**config.mk**
```make
export PLATFORM = sky130hd
export DESIGN_NAME = bilinear_coordinate_mapper_top
export DESIGN_NICKNAME = d
export VERILOG_FILES = /design/src/rtl/core/bcm_pkg.sv /design/src/rtl/core/bcm_step_div.sv /design/src/rtl/core/bcm_map_pipe.sv /design/src/rtl/core/bilinear_coordinate_mapper_top.sv
export SDC_FILE = /design/constraint.sdc
export NUM_CORES = 1
export LEC_CHECK = 0
export BUFFER_PORTS_ARGS = -buffer_cell sky130_fd_sc_hd__clkbuf_2
export CAP_MARGIN = 20
export CORE_MARGIN = 1.5
export CORE_UTILIZATION = 55
export CTS_CLUSTER_DIAMETER = 60
export DETAILED_ROUTE_END_ITERATION = 8
export GPL_ROUTABILITY_DRIVEN = 1
export PLACE_DENSITY = 0.83
export SYNTH_ARGS = -nofsm -noshare
export SYNTH_HDL_FRONTEND = slang
export SYNTH_SLANG_ARGS = --single-unit
```
**constraint.sdc**
```tcl
create_clock -name aclk -period 5.4 [get_ports aclk]
set_input_delay 0.27 -clock aclk [delete_from_list [all_inputs] [get_ports aclk]]
set_output_delay 0.27 -clock aclk [all_outputs]
set_load 0.02 [all_outputs]
```
**src/rtl/core/bcm_pkg.sv**
```systemverilog
// ============================================================================
// bcm_pkg
// Types, widths, register codes and helpers of the bilinear coordinate mapper.
// ============================================================================
`default_nettype none

package bcm_pkg;

    // Largest image dimension on either axis.
    localparam int MAX_DIM = 4096;

    // Index, size, fraction and intermediate widths.
    localparam int IDX_W  = $clog2(MAX_DIM);
    localparam int DIM_W  = IDX_W + 1;
    localparam int Q_BITS = 11;
    localparam int W_W    = Q_BITS;
    localparam int INV_W  = Q_BITS + 1;
    localparam int STEP_W = IDX_W + Q_BITS;
    localparam int POS_W  = IDX_W + STEP_W;
    localparam int CNT_W  = $clog2(STEP_W);

    // Q11 unity.
    localparam logic [INV_W-1:0] Q_ONE = INV_W'(1 << Q_BITS);

    // Register bus.
    localparam int ADDR_W = 4;
    localparam int DATA_W = 32;

    // Register indexes.
    localparam logic [1:0] REG_SRC_WIDTH  = 2'd0;
    localparam logic [1:0] REG_SRC_HEIGHT = 2'd1;
    localparam logic [1:0] REG_DST_WIDTH  = 2'd2;
    localparam logic [1:0] REG_DST_HEIGHT = 2'd3;

    // Axis select codes.
    localparam logic OP_COLUMN = 1'b0;
    localparam logic OP_ROW    = 1'b1;

    typedef struct packed {
        logic             op;
        logic [IDX_W-1:0] dest_index;
    } in_item_t;

    typedef struct packed {
        logic [IDX_W-1:0] near_index;
        logic [IDX_W-1:0] far_index;
        logic [W_W-1:0]   weight;
        logic [INV_W-1:0] inv_weight;
    } out_item_t;

    // Effective sizes minus one, per axis.
    typedef struct packed {
        logic [IDX_W-1:0] src_last_w;
        logic [IDX_W-1:0] src_last_h;
        logic [IDX_W-1:0] dst_last_w;
        logic [IDX_W-1:0] dst_last_h;
    } dims_t;

    // Q11 source steps per destination index, per axis.
    typedef struct packed {
        logic [STEP_W-1:0] col;
        logic [STEP_W-1:0] row;
    } steps_t;

    // Clamp a size register into 1 .. MAX_DIM.
    function automatic logic [DIM_W-1:0] eff_size(input logic [DIM_W-1:0] v);
        logic [DIM_W-1:0] r;
        r = v;
        if (v == '0) begin
            r = DIM_W'(1);
        end else if (v > DIM_W'(MAX_DIM)) begin
            r = DIM_W'(MAX_DIM);
        end
        return r;
    endfunction

    // Clamped size minus one, always within the index width.
    function automatic logic [IDX_W-1:0] size_last(input logic [DIM_W-1:0] v);
        logic [DIM_W-1:0] e;
        e = eff_size(v) - DIM_W'(1);
        return e[IDX_W-1:0];
    endfunction

endpackage

`default_nettype wire

```
**src/rtl/core/bcm_step_div.sv**
```systemverilog
// ============================================================================
// bcm_step_div
// Restoring divider, one quotient bit per cycle in its run state, that computes the column
// and row steps ((src-1) << 11) / (dst-1) after every register write.
// ============================================================================
`default_nettype none

module bcm_step_div (
    input  wire logic           aclk,
    input  wire logic           aresetn,
    input  wire logic           cfg_wr,
    input  wire bcm_pkg::dims_t dims,
    output bcm_pkg::steps_t     steps,
    output logic                busy
);

    import bcm_pkg::*;

    localparam logic [1:0] ST_IDLE = 2'd0;
    localparam logic [1:0] ST_LOAD = 2'd1;
    localparam logic [1:0] ST_RUN  = 2'd2;

    logic [1:0]        state_reg, state_next;
    logic              axis_reg, axis_next;
    logic [CNT_W-1:0]  cnt_reg;
    logic [IDX_W-1:0]  rem_reg;
    logic [STEP_W-1:0] quo_reg;
    logic [IDX_W-1:0]  div_reg;
    logic              zero_reg;
    logic [STEP_W-1:0] step_col_reg, step_row_reg;

    logic [IDX_W:0]    trial;
    logic [IDX_W:0]    diff;
    logic              ge;
    logic [STEP_W-1:0] quo_shift;
    logic              last_bit;
    logic [IDX_W-1:0]  num_sel;
    logic [IDX_W-1:0]  den_sel;

    // Operands of the axis being loaded.
    assign num_sel = axis_reg ? dims.src_last_h : dims.src_last_w;
    assign den_sel = axis_reg ? dims.dst_last_h : dims.dst_last_w;

    // One restoring step: shift in the next numerator bit and try to subtract.
    assign trial     = {rem_reg, quo_reg[STEP_W-1]};
    assign diff      = trial - {1'b0, div_reg};
    assign ge        = (trial >= {1'b0, div_reg});
    assign quo_shift = {quo_reg[STEP_W-2:0], ge};
    assign last_bit  = (cnt_reg == CNT_W'(STEP_W - 1));

    // Sequencer: a write restarts at the column axis, then the row axis runs.
    always_comb begin
        state_next = state_reg;
        axis_next  = axis_reg;
        if (cfg_wr) begin
            state_next = ST_LOAD;
            axis_next  = 1'b0;
        end else begin
            unique case (state_reg)
                ST_LOAD: begin
                    state_next = ST_RUN;
                end
                ST_RUN: begin
                    if (last_bit) begin
                        if (!axis_reg) begin
                            state_next = ST_LOAD;
                            axis_next  = 1'b1;
                        end else begin
                            state_next = ST_IDLE;
                        end
                    end
                end
                default: begin
                    state_next = ST_IDLE;
                end
            endcase
        end
    end

    always_ff @(posedge aclk) begin
        if (!aresetn) begin
            state_reg    <= ST_IDLE;
            axis_reg     <= 1'b0;
            step_col_reg <= '0;
            step_row_reg <= '0;
        end else begin
            state_reg <= state_next;
            axis_reg  <= axis_next;
            // Store the finished quotient; a destination size of one gives step 0.
            if (state_reg == ST_RUN && last_bit && !cfg_wr) begin
                if (!axis_reg) begin
                    step_col_reg <= zero_reg ? '0 : quo_shift;
                end else begin
                    step_row_reg <= zero_reg ? '0 : quo_shift;
                end
            end
        end
    end

    // Divider datapath.
    always_ff @(posedge aclk) begin
        if (state_reg == ST_LOAD) begin
            quo_reg  <= {num_sel, Q_BITS'(0)};
            div_reg  <= den_sel;
            zero_reg <= (den_sel == '0);
            rem_reg  <= '0;
            cnt_reg  <= '0;
        end else if (state_reg == ST_RUN) begin
            quo_reg <= quo_shift;
            rem_reg <= ge ? diff[IDX_W-1:0] : trial[IDX_W-1:0];
            cnt_reg <= cnt_reg + CNT_W'(1);
        end
    end

    assign steps.col = step_col_reg;
    assign steps.row = step_row_reg;
    assign busy      = (state_reg != ST_IDLE);

endmodule

`default_nettype wire

```
**src/rtl/core/bcm_map_pipe.sv**
```systemverilog
// ============================================================================
// bcm_map_pipe
// Three-stage mapping pipeline: step select, index times step, then clamp
// and weight split into the output register.
// ============================================================================
`default_nettype none

module bcm_map_pipe (
    input  wire logic              aclk,
    input  wire logic              aresetn,
    input  wire logic              hold,
    input  wire bcm_pkg::dims_t    dims,
    input  wire bcm_pkg::steps_t   steps,
    input  wire logic              s_valid,
    output logic                   s_ready,
    input  wire bcm_pkg::in_item_t s_data,
    output logic                   m_valid,
    input  wire logic              m_ready,
    output bcm_pkg::out_item_t     m_data
);

    import bcm_pkg::*;

    logic              v1_reg, v2_reg, v3_reg;
    logic              adv1, adv2, adv3;

    logic [IDX_W-1:0]  idx1_reg;
    logic [STEP_W-1:0] step1_reg;
    logic [IDX_W-1:0]  last1_reg;
    logic [POS_W-1:0]  pos2_reg;
    logic [IDX_W-1:0]  last2_reg;
    out_item_t         out3_reg;

    logic [POS_W-1:0]        prod;
    logic [POS_W-Q_BITS-1:0] pos_int;
    logic                    at_end;
    out_item_t               out_calc;

    // Each stage moves when it is empty or the one after it moves.
    assign adv3    = !v3_reg || m_ready;
    assign adv2    = !v2_reg || adv3;
    assign adv1    = !v1_reg || adv2;
    assign s_ready = adv1 && !hold;

    always_ff @(posedge aclk) begin
        if (!aresetn) begin
            v1_reg <= 1'b0;
            v2_reg <= 1'b0;
            v3_reg <= 1'b0;
        end else begin
            if (adv1) begin
                v1_reg <= s_valid && s_ready;
            end
            if (adv2) begin
                v2_reg <= v1_reg;
            end
            if (adv3) begin
                v3_reg <= v2_reg;
            end
        end
    end

    // Stage 1: pick step and last source index for the requested axis.
    always_ff @(posedge aclk) begin
        if (adv1) begin
            idx1_reg  <= s_data.dest_index;
            step1_reg <= (s_data.op == OP_ROW) ? steps.row : steps.col;
            last1_reg <= (s_data.op == OP_ROW) ? dims.src_last_h : dims.src_last_w;
        end
    end

    // Stage 2: source position in Q11.
    assign prod = POS_W'(idx1_reg) * POS_W'(step1_reg);

    always_ff @(posedge aclk) begin
        if (adv2) begin
            pos2_reg  <= prod;
            last2_reg <= last1_reg;
        end
    end

    // Stage 3: clamp to the last source sample and split the weights.
    assign pos_int = pos2_reg[POS_W-1:Q_BITS];
    assign at_end  = (pos_int >= (POS_W-Q_BITS)'(last2_reg));

    always_comb begin
        out_calc.near_index = at_end ? last2_reg : pos_int[IDX_W-1:0];
        out_calc.far_index  = at_end ? last2_reg : pos_int[IDX_W-1:0] + IDX_W'(1);
        out_calc.weight     = at_end ? '0 : pos2_reg[Q_BITS-1:0];
        out_calc.inv_weight = Q_ONE - {1'b0, out_calc.weight};
    end

    always_ff @(posedge aclk) begin
        if (adv3) begin
            out3_reg <= out_calc;
        end
    end

    assign m_valid = v3_reg;
    assign m_data  = out3_reg;

endmodule

`default_nettype wire

```
**src/rtl/core/bilinear_coordinate_mapper_top.sv**
```systemverilog
// ============================================================================
// bilinear_coordinate_mapper_top
// Maps a destination row or column index to two source indices and Q11
// bilinear weights for an endpoint-aligned resize.
// ============================================================================
// Usage:
//   Program the four size registers over the APB port (byte addresses 0x0,
//   0x4, 0x8, 0xC: source width, source height, destination width,
//   destination height). Each write restarts the step computation, a
//   bit-serial divider that works through both axes in turn; s_ready is low
//   until it finishes.
//   Send requests on s_valid/s_ready with s_data.op selecting columns (0)
//   or rows (1). Each request yields one result on m_valid/m_ready.
//   A request passes the step select, multiply and clamp pipeline
//   registers in that order before m_valid rises. Throughput is one
//   request per cycle while m_ready is high and no step computation runs.
//   When the receiver holds m_ready low the pipeline fills and then s_ready
//   drops; no request is lost or repeated.
//   Reset sets all sizes to 1 and clears the pipeline; the steps reset to
//   zero, so no divider pass is needed after reset.
// ============================================================================
`default_nettype none

module bilinear_coordinate_mapper_top (
    input  wire logic                       aclk,
    input  wire logic                       aresetn,
    input  wire logic                       s_valid,
    output logic                            s_ready,
    input  wire bcm_pkg::in_item_t          s_data,
    output logic                            m_valid,
    input  wire logic                       m_ready,
    output bcm_pkg::out_item_t              m_data,
    input  wire logic                       psel,
    input  wire logic                       penable,
    input  wire logic                       pwrite,
    input  wire logic [bcm_pkg::ADDR_W-1:0] paddr,
    input  wire logic [bcm_pkg::DATA_W-1:0] pwdata,
    output logic      [bcm_pkg::DATA_W-1:0] prdata,
    output logic                            pready
);

    import bcm_pkg::*;

    logic [DIM_W-1:0] src_width_reg;
    logic [DIM_W-1:0] src_height_reg;
    logic [DIM_W-1:0] dst_width_reg;
    logic [DIM_W-1:0] dst_height_reg;

    logic       cfg_wr;
    logic [1:0] reg_sel;
    dims_t      dims;
    steps_t     steps;
    logic       busy;

    assign pready  = 1'b1;
    assign cfg_wr  = psel && penable && pwrite && pready;
    assign reg_sel = paddr[ADDR_W-1:2];

    // Size registers.
    always_ff @(posedge aclk) begin
        if (!aresetn) begin
            src_width_reg  <= DIM_W'(1);
            src_height_reg <= DIM_W'(1);
            dst_width_reg  <= DIM_W'(1);
            dst_height_reg <= DIM_W'(1);
        end else if (cfg_wr) begin
            unique case (reg_sel)
                REG_SRC_WIDTH:  src_width_reg  <= pwdata[DIM_W-1:0];
                REG_SRC_HEIGHT: src_height_reg <= pwdata[DIM_W-1:0];
                REG_DST_WIDTH:  dst_width_reg  <= pwdata[DIM_W-1:0];
                REG_DST_HEIGHT: dst_height_reg <= pwdata[DIM_W-1:0];
                default: begin
                end
            endcase
        end
    end

    // Register read-back.
    always_comb begin
        unique case (reg_sel)
            REG_SRC_WIDTH:  prdata = DATA_W'(src_width_reg);
            REG_SRC_HEIGHT: prdata = DATA_W'(src_height_reg);
            REG_DST_WIDTH:  prdata = DATA_W'(dst_width_reg);
            REG_DST_HEIGHT: prdata = DATA_W'(dst_height_reg);
            default:        prdata = '0;
        endcase
    end

    // Clamped sizes minus one.
    assign dims.src_last_w = size_last(src_width_reg);
    assign dims.src_last_h = size_last(src_height_reg);
    assign dims.dst_last_w = size_last(dst_width_reg);
    assign dims.dst_last_h = size_last(dst_height_reg);

    bcm_step_div u_step_div (
        .aclk    (aclk),
        .aresetn (aresetn),
        .cfg_wr  (cfg_wr),
        .dims    (dims),
        .steps   (steps),
        .busy    (busy)
    );

    bcm_map_pipe u_map_pipe (
        .aclk    (aclk),
        .aresetn (aresetn),
        .hold    (busy),
        .dims    (dims),
        .steps   (steps),
        .s_valid (s_valid),
        .s_ready (s_ready),
        .s_data  (s_data),
        .m_valid (m_valid),
        .m_ready (m_ready),
        .m_data  (m_data)
    );

endmodule

`default_nettype wire

```
; Yosys cells after proc, flatten, opt, wreduce, memory -nomap -nowiden
; Index checks and enable logic that the tools add are counted.
; Widths: inputs -> output; s select.
[op_classes]
bitwise_logic = 2
n_addsub = 8
eq_ne = 8
magnitude_cmp = 6
multipliers = 1
n_reduce_logical = 30
n_mux = 24
[op_table]
columns = operator, n
row1 = $mux 12, 14
row2 = $pmux 32 s4, 1
row3 = $mux 23, 4
row4 = $gt 13x13->1 const B, 4
row5 = $logic_not 13->1, 4
row6 = $sub 12x1->12 const B, 4
row7 = $mul 12x23->35, 1
row8 = $ge 24x12->1, 1
row9 = $reduce_and 2->1, 7
row10 = $ge 13x12->1, 1
row11 = $add 12x1->12 const B, 1
row12 = $logic_not 12->1, 1
row13 = $sub 12x11->12 const A, 1
row14 = $sub 12x12->12, 1
row15 = $mux 11, 1
row16 = $eq 2x2->1 const B, 3
row17 = $logic_and 1x1->1, 6
row18 = $add 5x1->5 const B, 1
row19 = $eq 5x5->1 const B, 1
row20 = $logic_not 1->1, 5
row21 = $eq 2x1->1 const B, 2
row22 = $pmux 2 s2, 1
row23 = $reduce_bool 2->1, 2
row24 = $logic_or 1x1->1, 3
row25 = 7 further kinds, 9
[word_totals]
regBits = 298
out_inout_bits = 82

; Longest topological paths before layout
; Gate-level depths: netlist (run 1).
[depth]
word_depth = 6
mapped_depth = 20

; Modules after synthesis
; A second synthesis (run 1) with hierarchy kept.
[hier_totals]
cells_unflattened = 2470
hier_area_um2 = 23354.9
[by_module_without_submodules]
columns = module, instances, area_each_um2, cells_per_inst
row1 = bcm_map_pipe, 1, 14594.0, 1429
row2 = bcm_step_div, 1, 5006.1, 546
row3 = bilinear_coordinate_mapper_top, 1, 3754.9, 495

; Worst setup path after synthesis (run 1)
; No wires, ideal clock.
[synth_path]
path_type = reg2reg
from = register u_map_pipe.step1_reg[14]
to = register u_map_pipe.pos2_reg[31] (data pin)
arrival_time_ns = 5.560
slack_ns = -0.295
path_stages_with_launch = 21
required_time_ns = 5.265
period_less_slack_ns = 5.695
path_cell_list = edfxtp_1 > clkbuf_1 > and2_1 > fa_1 > inv_1 > fa_1 > inv_1 > fa_1 > fa_1 > inv_1 > fa_1 > inv_1 > ha_1 > clkbuf_1 > and2_1 > a311oi_1 > o21bai_1 > a221oi_1 > a21oi_1 > or4b_2 > nand3_1
[synth_via]
elab_chain_cells = 1
[synth_rtl]
columns = item, line_no
row1 = "start, declared", bcm_map_pipe.sv:28  ; logic [STEP_W-1:0] step1_reg;
row2 = "start signal, assigned", bcm_map_pipe.sv:67  ; step1_reg <= (s_data.op == OP_ROW) ? steps.row : steps.col;
row3 = $mul 12x23->35, bcm_map_pipe.sv:73  ; assign prod = POS_W'(idx1_reg) * POS_W'(step1_reg);
row4 = net u_map_pipe.prod[31], bcm_map_pipe.sv:34  ; logic [POS_W-1:0] prod;
row5 = "end signal, assigned", bcm_map_pipe.sv:77  ; pos2_reg <= prod;
row6 = "end, declared", bcm_map_pipe.sv:30  ; logic [POS_W-1:0] pos2_reg;
; The timed path passes the listed nets, and every way through them passes these cells.
; A chain may end at the register's enable or synchronous reset.

; Final worst setup path (run 1)
[layout_path]
from = register u_map_pipe.idx1_reg[6]
to = register u_map_pipe.pos2_reg[33] (data pin)
[layout_via]
elab_chain_cells = 1
[layout_rtl]
columns = item, line_no
row1 = "start, declared", bcm_map_pipe.sv:27  ; logic [IDX_W-1:0] idx1_reg;
row2 = "start signal, assigned", bcm_map_pipe.sv:66  ; idx1_reg <= s_data.dest_index;
row3 = $mul 12x23->35, bcm_map_pipe.sv:73
row4 = net u_map_pipe.prod[33], bcm_map_pipe.sv:34
; The timed path passes the listed nets, and every way through them passes these cells.

==> metrics.md, run 1 <==
| Metric | Value |
|---|---|
| Worst Reg-to-Reg Cells | `21` |
| Post-route DRC | `0` |
| Largest register FFs | `46` |
| Data arrival time of the worst path | `5.89 ns` |
| GP Congestion | `0.958` |
| Sw Ratio | `26.0%` |
| Pwr Density | `207 nW/um2` |
| P_sw | `1420 uW` |
| Worst path max stage delay | `0.56 ns` |
| Via count of the routed design | `18102` |
| Max_cap viols | `0` |
| Hold path depth | `3` |
| CP required | `5.66 ns` |
| Post-Syn Area | `22700 um2` |
| Launch point of the worst path | `u_map_pipe.idx1_reg[6]` |
| RSZ-0062 raised after global routing | `true` |
| Die Span Y | `206 um` |
| WHS | `0.0237 ns` |
| Clock Tree Root | `clkbuf_16` |
| Placeable Area | `40800 um2` |
| Area share of the largest cell type after synthesis | `21.8%` |
| CP max-delay cell | `fa_2` |
| Worst slew pin tran | `1.09 ns` |
| # H-tree levels | `2` |
| Antenna violations before repair | `1` |
| Vias in the first global route | `18165` |
| Endpoint class of the critical path | `register` |
| Reg2reg end | `u_map_pipe.pos2_reg[33]` |
| Critical path class | `reg -> reg` |
| Clock share of power | `42.8%` |
| FFs w/ async S/R, synth | `0%` |
| Post-synth top area cell | `edfxtp_1` |
| Clk_lat worst skew | `0.53 ns` |
| Crit path max fanout | `6` |
| Register bit total from synthesis | `297` |
| R2R setup slack | `-0.23 ns` |
| Post-synthesis sequential area ratio | `33.4%` |
| Clock transition at path regs | `0.06 ns` |
| RR Startpoint | `u_map_pipe.idx1_reg[6]` |
| # IOs | `138` |
| Power share of the combinational group | `11.2%` |
| Status | `finished with violations` |
| Clk sink count | `297` |
| Fmax | `178 MHz` |
| First-pass GRT wire length | `88.5 mm` |
| Iteration-0 DRC Markers | `1374` |
| Final Critical Period | `5.63 ns` |
| Nets | `2966` |
| Cells after Synth | `2414` |
| CP cell instances | `buf_6 > buf_12 > buf_6 > nand2_1 > fa_2 > inv_1 > fa_1 > fa_1 > fa_1 > inv_1 > fa_1 > inv_1 > ha_4 > a21o_1 > a311oi_2 > o21bai_1 > a221oi_2 > buf_4 > a21o_1 > a31oi_1 > xor2_1` |
| I/O Buffers | `96` |
| Max Buffers Root-to-Sink | `3` |
| Pin count of the biggest net entering global routing | `56` |
| Final Hold Fails | `0` |
| Rel. slew slack | `27.5%` |
| Filler cells | `2998` |
| DIE AREA | `42500 um2` |
| DRT antenna net count | `0` |
| CTS buffer count | `36` |
| Slew Viols, Final | `0` |
| Internal Power | `4050 uW` |
| Area Growth Syn to Fin | `16.6%` |
| Share of cells above drive strength 1 | `17.6%` |
| Number of flops mapped to enable cells by yosys | `165` |
| Grt total ovfl | `0` |
| CP Launch Type | `register` |
| Die width | `206 um` |
| Failing checks | `setup timing` |
| Most frequent CP cell | `fa_1` |
| Leakage power | `0.0119 uW` |
| Initial Util | `55.7%` |
| Setup crit end | `u_map_pipe.pos2_reg[33]` |
| Final HPWL DP | `40.4 mm` |
| Post-layout util | `64.9%` |
| Final Cycle Share | `104%` |
| YS warnings | `0` |
| Fin Clk Skew | `0.0217 ns` |
| Max rail drop VDD | `259 uV` |
| Gr usage total | `26.1%` |
| Rows | `74` |
| Worst Slack Setup Final | `-0.228 ns` |
| CTS tree | `yes` |
| Ys flop type | `edfxtp_1` |
| Syn Area/Cell | `9.41 um2` |
| Flop pwr share | `46.1%` |
| Pre-antenna DRT Iters | `7` |
| Netlist cell types | `74` |
| Routed len/inst | `18.3 um` |
| Via density | `5.74` |
| Final count of negative-setup-slack endpoints | `9` |
| Drt total wl | `57.7 mm` |
| Hold Crit Class | `in -> reg` |
| Synth top area cells | `edfxtp_1 22%, fa_1 19%, dfxtp_1 12%` |
-- through the flow --
step	setup TNS [ns]	instance area, um2	power, uW	setup slack, ns	cells
final	-0.926	26500	5480	-0.228	3151
after global routing	-2.06	26500	5650	-0.337	3150
after CTS	-0.0165	25900	5480	-0.0165	3126
after detailed placement	-1.25	24300	3130	-0.322	3028
after global placement	-0.502	24300	3100	-0.197	3028
after floorplan	-0.0148	22900	2960	-0.0148	2432
-- metal layers --
metal | share of wire, % | up-vias | routed length (um) | GRT usage, %
met5 | 0 | - | 0 | 0
met1 | 37 | 8811 | 21600 | 30.4
met4 | 5.5 | 0 | 3170 | 11.8
met3 | 6.0 | 248 | 3440 | 3.63
met2 | 51 | 797 | 29500 | 47.6
li1 | - | 8246 | - | -
-- kinds of logic (layout without fill, tap and decap cells) --
family,after synthesis,in the layout,share of synthesized area [%]
and+or+nand+nor,833,833,17.2
DFF,297,297,33.4
AOI/OAI and AO/OA,366,366,10.6
other,2,21,0.0330
xor gates and xnor gates,64,64,2.47
buffers and inverters,471,657,8.17
adders and majority gates,319,319,24.5
muxes,62,62,3.61
-- synthesized netlist by cell type (12+ instances only) --
| cell | n |
|---|---|
| xnor2_1 | 52 |
| nand2b_1 | 36 |
| mux2i_1 | 22 |
| dfxtp_1 | 132 |
| a21o_1 | 18 |
| nor3_1 | 34 |
| buf_4 | 21 |
| ha_1 | 108 |
| inv_1 | 327 |
| nand3_1 | 29 |
| and2_1 | 129 |
| mux4_2 | 12 |
| clkbuf_1 | 115 |
| mux2_2 | 27 |
| fa_1 | 211 |
| a21boi_0 | 52 |
| o21ai_0 | 111 |
| nor2_1 | 98 |
| edfxtp_1 | 165 |
| o211ai_1 | 13 |
| nand4_1 | 13 |
| nand2_1 | 415 |
| a211oi_1 | 14 |
| nor2b_1 | 21 |
| a21oi_1 | 59 |
| xor2_1 | 12 |
| and3_1 | 12 |
-- power groups by stage --
stage                     clock network [uW]  logic [uW]  registers (uW)
after CTS                               2370         589            2520
after floorplan                            0         389            2570
after global placement                     0         535            2570
final                                   2340         613            2520
after global routing                    2450         669            2530
after detailed placement                   0         561            2570
-- final cells by class --
cell class,instances,area (um2),area share (%)
Antenna cell,1,2.50,0.00944
Clock buffer,47,1020,3.87
Clock inverter,18,133,0.501
Inverter,327,1230,4.63
Multi-Input combinational cell,1664,13800,52.2
Sequential cell,297,7600,28.7
Tap cell,532,666,2.51
Timing Repair Buffer,265,2000,7.56
-- worst min path at each step --
stage | startpoint | slack (ns) | endpoint
4_1_cts | pwdata[4] | 0.02 | src_width_reg[4]
3_3_place_gp | u_map_pipe.last1_reg[3] | 0.40 | u_map_pipe.last2_reg[3]
6_report | pwdata[4] | 0.02 | src_width_reg[4]
3_5_place_dp | u_map_pipe.last1_reg[5] | 0.40 | u_map_pipe.last2_reg[5]
2_1_floorplan | s_data[0] | 0.37 | u_map_pipe.idx1_reg[0]
5_1_grt | pwdata[0] | 0.04 | dst_height_reg[0]
-- critical path, delay by kind of cell (launching register included) --
kind                     cells  cell delay [ns]
adder cells (fa/ha/maj)      6             2.81
AO/OA/AOI/OAI                6             1.18
buffers and inverters        7             0.73
flip-flops                   1             0.39
XOR/XNOR                     1             0.17
AND/OR/NAND/NOR              1             0.07
-- cells in the final DEF, fill, tap and decap left out, types with 18 or more instances in the layout --
| master | synthesis | layout |
|---|---|---|
| nand2_1 | 415 | 407 |
| a21oi_1 | 59 | 50 |
| and2_1 | 129 | 119 |
| ha_1 | 108 | 91 |
| nor3_1 | 34 | 34 |
| mux2i_1 | 22 | 22 |
| mux2_2 | 27 | 27 |
| a21boi_0 | 52 | 51 |
| xnor2_1 | 52 | 52 |
| conb_1 | 2 | 20 |
| inv_1 | 327 | 313 |
| a21o_1 | 18 | 18 |
| o21ai_0 | 111 | 102 |
| dfxtp_1 | 132 | 132 |
| nand3_1 | 29 | 25 |
| fa_1 | 211 | 197 |
| clkbuf_16 | 0 | 38 |
| buf_6 | 0 | 24 |
| nor2_1 | 98 | 95 |
| nor2b_1 | 21 | 21 |
| edfxtp_1 | 165 | 165 |
| clkbuf_2 | 0 | 97 |
| buf_4 | 21 | 122 |
| nand2b_1 | 36 | 35 |
-- repair_timing --
action / 4_1_cts / 5_1_grt
hold buffers: 12 / 0
hold endpoints to repair: 12 / 0
setup endpoints to repair: 10 / 18
pin swaps: 27 / 92
cloned: 2 / 1
setup buffers: 19 / 23
gates resized for setup: 39 / 111
No activity file was read; power rests on OpenSTA's default activity.
==> inputs of run 2 (changes only) <==
--- a/config.mk
+++ b/config.mk
@@ -13,6 +13,7 @@
 export DETAILED_ROUTE_END_ITERATION = 8
 export GPL_ROUTABILITY_DRIVEN = 1
 export PLACE_DENSITY = 0.83
+export SKIP_CTS_REPAIR_TIMING = 1
 export SYNTH_ARGS = -nofsm -noshare
 export SYNTH_HDL_FRONTEND = slang
 export SYNTH_SLANG_ARGS = --single-unit
==> run 2 against run 1 <==
Net effect: the flow still finishes with violations (setup timing); combinational power grew 1%; critical path depth shrank 1; setup slack gained 0.088 ns; register-to-register slack gained 0.09 ns; clock skew grew 0.0027 ns; die area is the same; sequential share of layout area shrank 0.21 points; power grew 0.11%; clock-buffer cell count is the same; cell area grew 0.72%; non-clock buffer count grew 11; core utilization grew 0.47 points; critical endpoint is now u_map_pipe.pos2_reg[31]; largest cell class unchanged; highest routed layer unchanged.
==> metrics.md, run 2 (synthesized netlist as in run 1, its figures left out) <==
| Metric | Value |
|---|---|
| Max rail drop VDD | `261 uV (was 259 uV)` |
| Clock transition at path regs | `0.06 ns (about the same)` |
| Hold path depth | `3 (unchanged)` |
| Final HPWL DP | `40.4 mm (unchanged)` |
| I/O Buffers | `96 (unchanged)` |
| Antenna violations before repair | `1 (unchanged)` |
| Initial Util | `55.7% (unchanged)` |
| Pin count of the biggest net entering global routing | `56 (unchanged)` |
| Final std cells w/o fill | `3162 (was 3151)` |
| Total power | `5480 uW (about the same)` |
| Worst Reg-to-Reg Cells | `20 (was 21)` |
| RSZ-0062 raised after global routing | `true (unchanged)` |
| Worst Slack Setup Final | `-0.140 ns (was -0.228 ns)` |
| Data arrival time of the worst path | `5.80 ns (was 5.89 ns)` |
| CTS buffer count | `36 (unchanged)` |
| FF/Latch Area | `7600 um2 (unchanged)` |
| Die width | `206 um (unchanged)` |
| Max_cap viols | `0 (unchanged)` |
| Max Buffers Root-to-Sink | `3 (unchanged)` |
| Post-route DRC | `0 (unchanged)` |
| GP Congestion | `0.958 (unchanged)` |
| Pwr Density | `205 nW/um2 (was 207 nW/um2)` |
| Clk sink count | `297 (unchanged)` |
| Vias in the first global route | `17764 (was 18165)` |
| Via count of the routed design | `18284 (was 18102)` |
| Leakage power | `0.0120 uW (was 0.0119 uW)` |
| Fmax | `181 MHz (was 178 MHz)` |
| Via density | `5.78 (was 5.74)` |
| Fin Clk Skew | `0.0244 ns (was 0.0217 ns)` |
| Nets | `2977 (was 2966)` |
| Most common cell after layout, fill and taps aside | `nand2_1 (unchanged)` |
| Crit path max fanout | `5 (was 6)` |
| # IOs | `138 (unchanged)` |
| Pre-antenna DRT Iters | `6 (was 7)` |
| Post-layout util | `65.4% (was 64.9%)` |
| Final Cycle Share | `103% (was 104%)` |
| Rows | `74 (unchanged)` |
| Clock Tree Root | `clkbuf_16 (unchanged)` |
| R2R setup slack | `-0.14 ns (was -0.23 ns)` |
| Critical path class | `reg -> reg (unchanged)` |
| Hold Crit Class | `in -> reg (unchanged)` |
| Grt total ovfl | `0 (unchanged)` |
| DIE AREA | `42500 um2 (unchanged)` |
| Placed cell count | `3028 (unchanged)` |
| Iteration-0 DRC Markers | `1430 (was 1374)` |
| Filler cells | `2943 (was 2998)` |
| Critical hold path startpoint | `pwdata[4] (unchanged)` |
| Rel. slew slack | `25.9% (was 27.5%)` |
| Failing checks | `setup timing (unchanged)` |
| Setup TNS | `-0.342 ns (was -0.926 ns)` |
| Commonest non-fill, non-tap cells in the layout | `405 x nand2_1, 318 x inv_1, 202 x fa_1 (was 407 x nand2_1, 313 x inv_1, 197 x fa_1)` |
| Die Span Y | `206 um (unchanged)` |
| Slew Viols, Final | `0 (unchanged)` |
| # H-tree levels | `2 (unchanged)` |
| Launch point of the worst path | `u_map_pipe.idx1_reg[6] (unchanged)` |
| Worst slew pin tran | `1.11 ns (was 1.09 ns)` |
| Area Growth Syn to Fin | `17.4% (was 16.6%)` |
| Share of cells above drive strength 1 | `17.7% (was 17.6%)` |
| Routed len/inst | `18.5 um (was 18.3 um)` |
| CP Launch Type | `register (unchanged)` |
| CTS tree | `yes (unchanged)` |
| Gr usage total | `25.3% (was 26.1%)` |
| Clk_lat worst skew | `0.53 ns (about the same)` |
| CP required | `5.66 ns (about the same)` |
| Multi-input gate area | `13900 um2 (was 13800 um2)` |
| Final Critical Period | `5.54 ns (was 5.63 ns)` |
| Placeable Area | `40800 um2 (unchanged)` |
| WHS | `0.0220 ns (was 0.0237 ns)` |
| Hold path endpoint | `dst_height_reg[4] (was src_width_reg[4])` |
| RR Startpoint | `u_map_pipe.idx1_reg[6] (unchanged)` |
| Endpoint class of the critical path | `register (unchanged)` |
| Reg2reg end | `u_map_pipe.pos2_reg[31] (was u_map_pipe.pos2_reg[33])` |
| DRT antenna net count | `0 (unchanged)` |
| Final count of negative-setup-slack endpoints | `7 (was 9)` |
| Drt total wl | `58.5 mm (was 57.7 mm)` |
| First-pass GRT wire length | `86.0 mm (was 88.5 mm)` |
| Largest register FFs | `46 (unchanged)` |
| Final Hold Fails | `0 (unchanged)` |
| Status | `finished with violations (unchanged)` |
==> run 2: cell count changes in the layout (fill, tap and decap cells not counted), sizes merged <==
cell    delta
buf        +7
clkbuf     +4
==> run 2: final cells by class <==
cell class	count	share of cell area, %
Multi-Input combinational cell	1664	52.1
Tap cell	532	2.49
Inverter	327	4.60
Sequential cell	297	28.5
Clock buffer	47	3.84
Clock inverter	18	0.497
Antenna cell	1	0.00938
Timing Repair Buffer	276	8.00
==> run 2: power by group <==
| part | leakage (uW) | switching, uW | internal (uW) |
|---|---|---|---|
| logic | 0.00843 | 377 | 242 |
| clock network | 0.000574 | 983 | 1360 |
| registers | 0.00298 | 62.7 | 2460 |
==> run 2: worst max-delay path by stage <==
stage / end / slack (ns) / cells past startpoint
final: u_map_pipe.pos2_reg[31] / -0.14 / 20
after global routing: u_map_pipe.pos2_reg[31] / -0.28 / 20
after CTS: u_map_pipe.pos2_reg[31] / -0.37 / 18
after detailed placement: u_map_pipe.pos2_reg[31] / -0.32 / 16
after global placement: u_map_pipe.pos2_reg[31] / -0.20 / 16
after floorplan: u_map_pipe.pos2_reg[31] / -0.01 / 20
==> run 2: critical path, stage by stage, from the launching register on <==
cell	delay, ns
edfxtp_1	0.38
buf_6	0.15
clkbuf_16	0.15
nand2_1	0.06
fa_1	0.44
fa_1	0.60
inv_1	0.07
fa_1	0.50
fa_1	0.54
inv_1	0.05
fa_1	0.54
inv_1	0.07
ha_4	0.24
a21o_1	0.18
a311oi_2	0.29
o21bai_2	0.12
a221oi_4	0.32
a21oi_2	0.12
buf_4	0.14
o21ai_0	0.20
nand3_2	0.09
==> run 2: metrics by stage <==
step                      instance area [um2]  worst slack [ns]
after floorplan                         22900           -0.0148
after detailed placement                24300            -0.322
final                                   26700            -0.140
after global placement                  24300            -0.197
after global routing                    26700            -0.281
after CTS                               25400            -0.370
==> run 2: metal layers <==
metal | up-vias | share of wire (%) | GRT usage [%]
met5 | - | 0 | 0
met4 | 0 | 5.3 | 11.1
met3 | 228 | 6.0 | 3.06
met2 | 817 | 51 | 46.2
met1 | 8963 | 37 | 29.8
li1 | 8276 | - | -
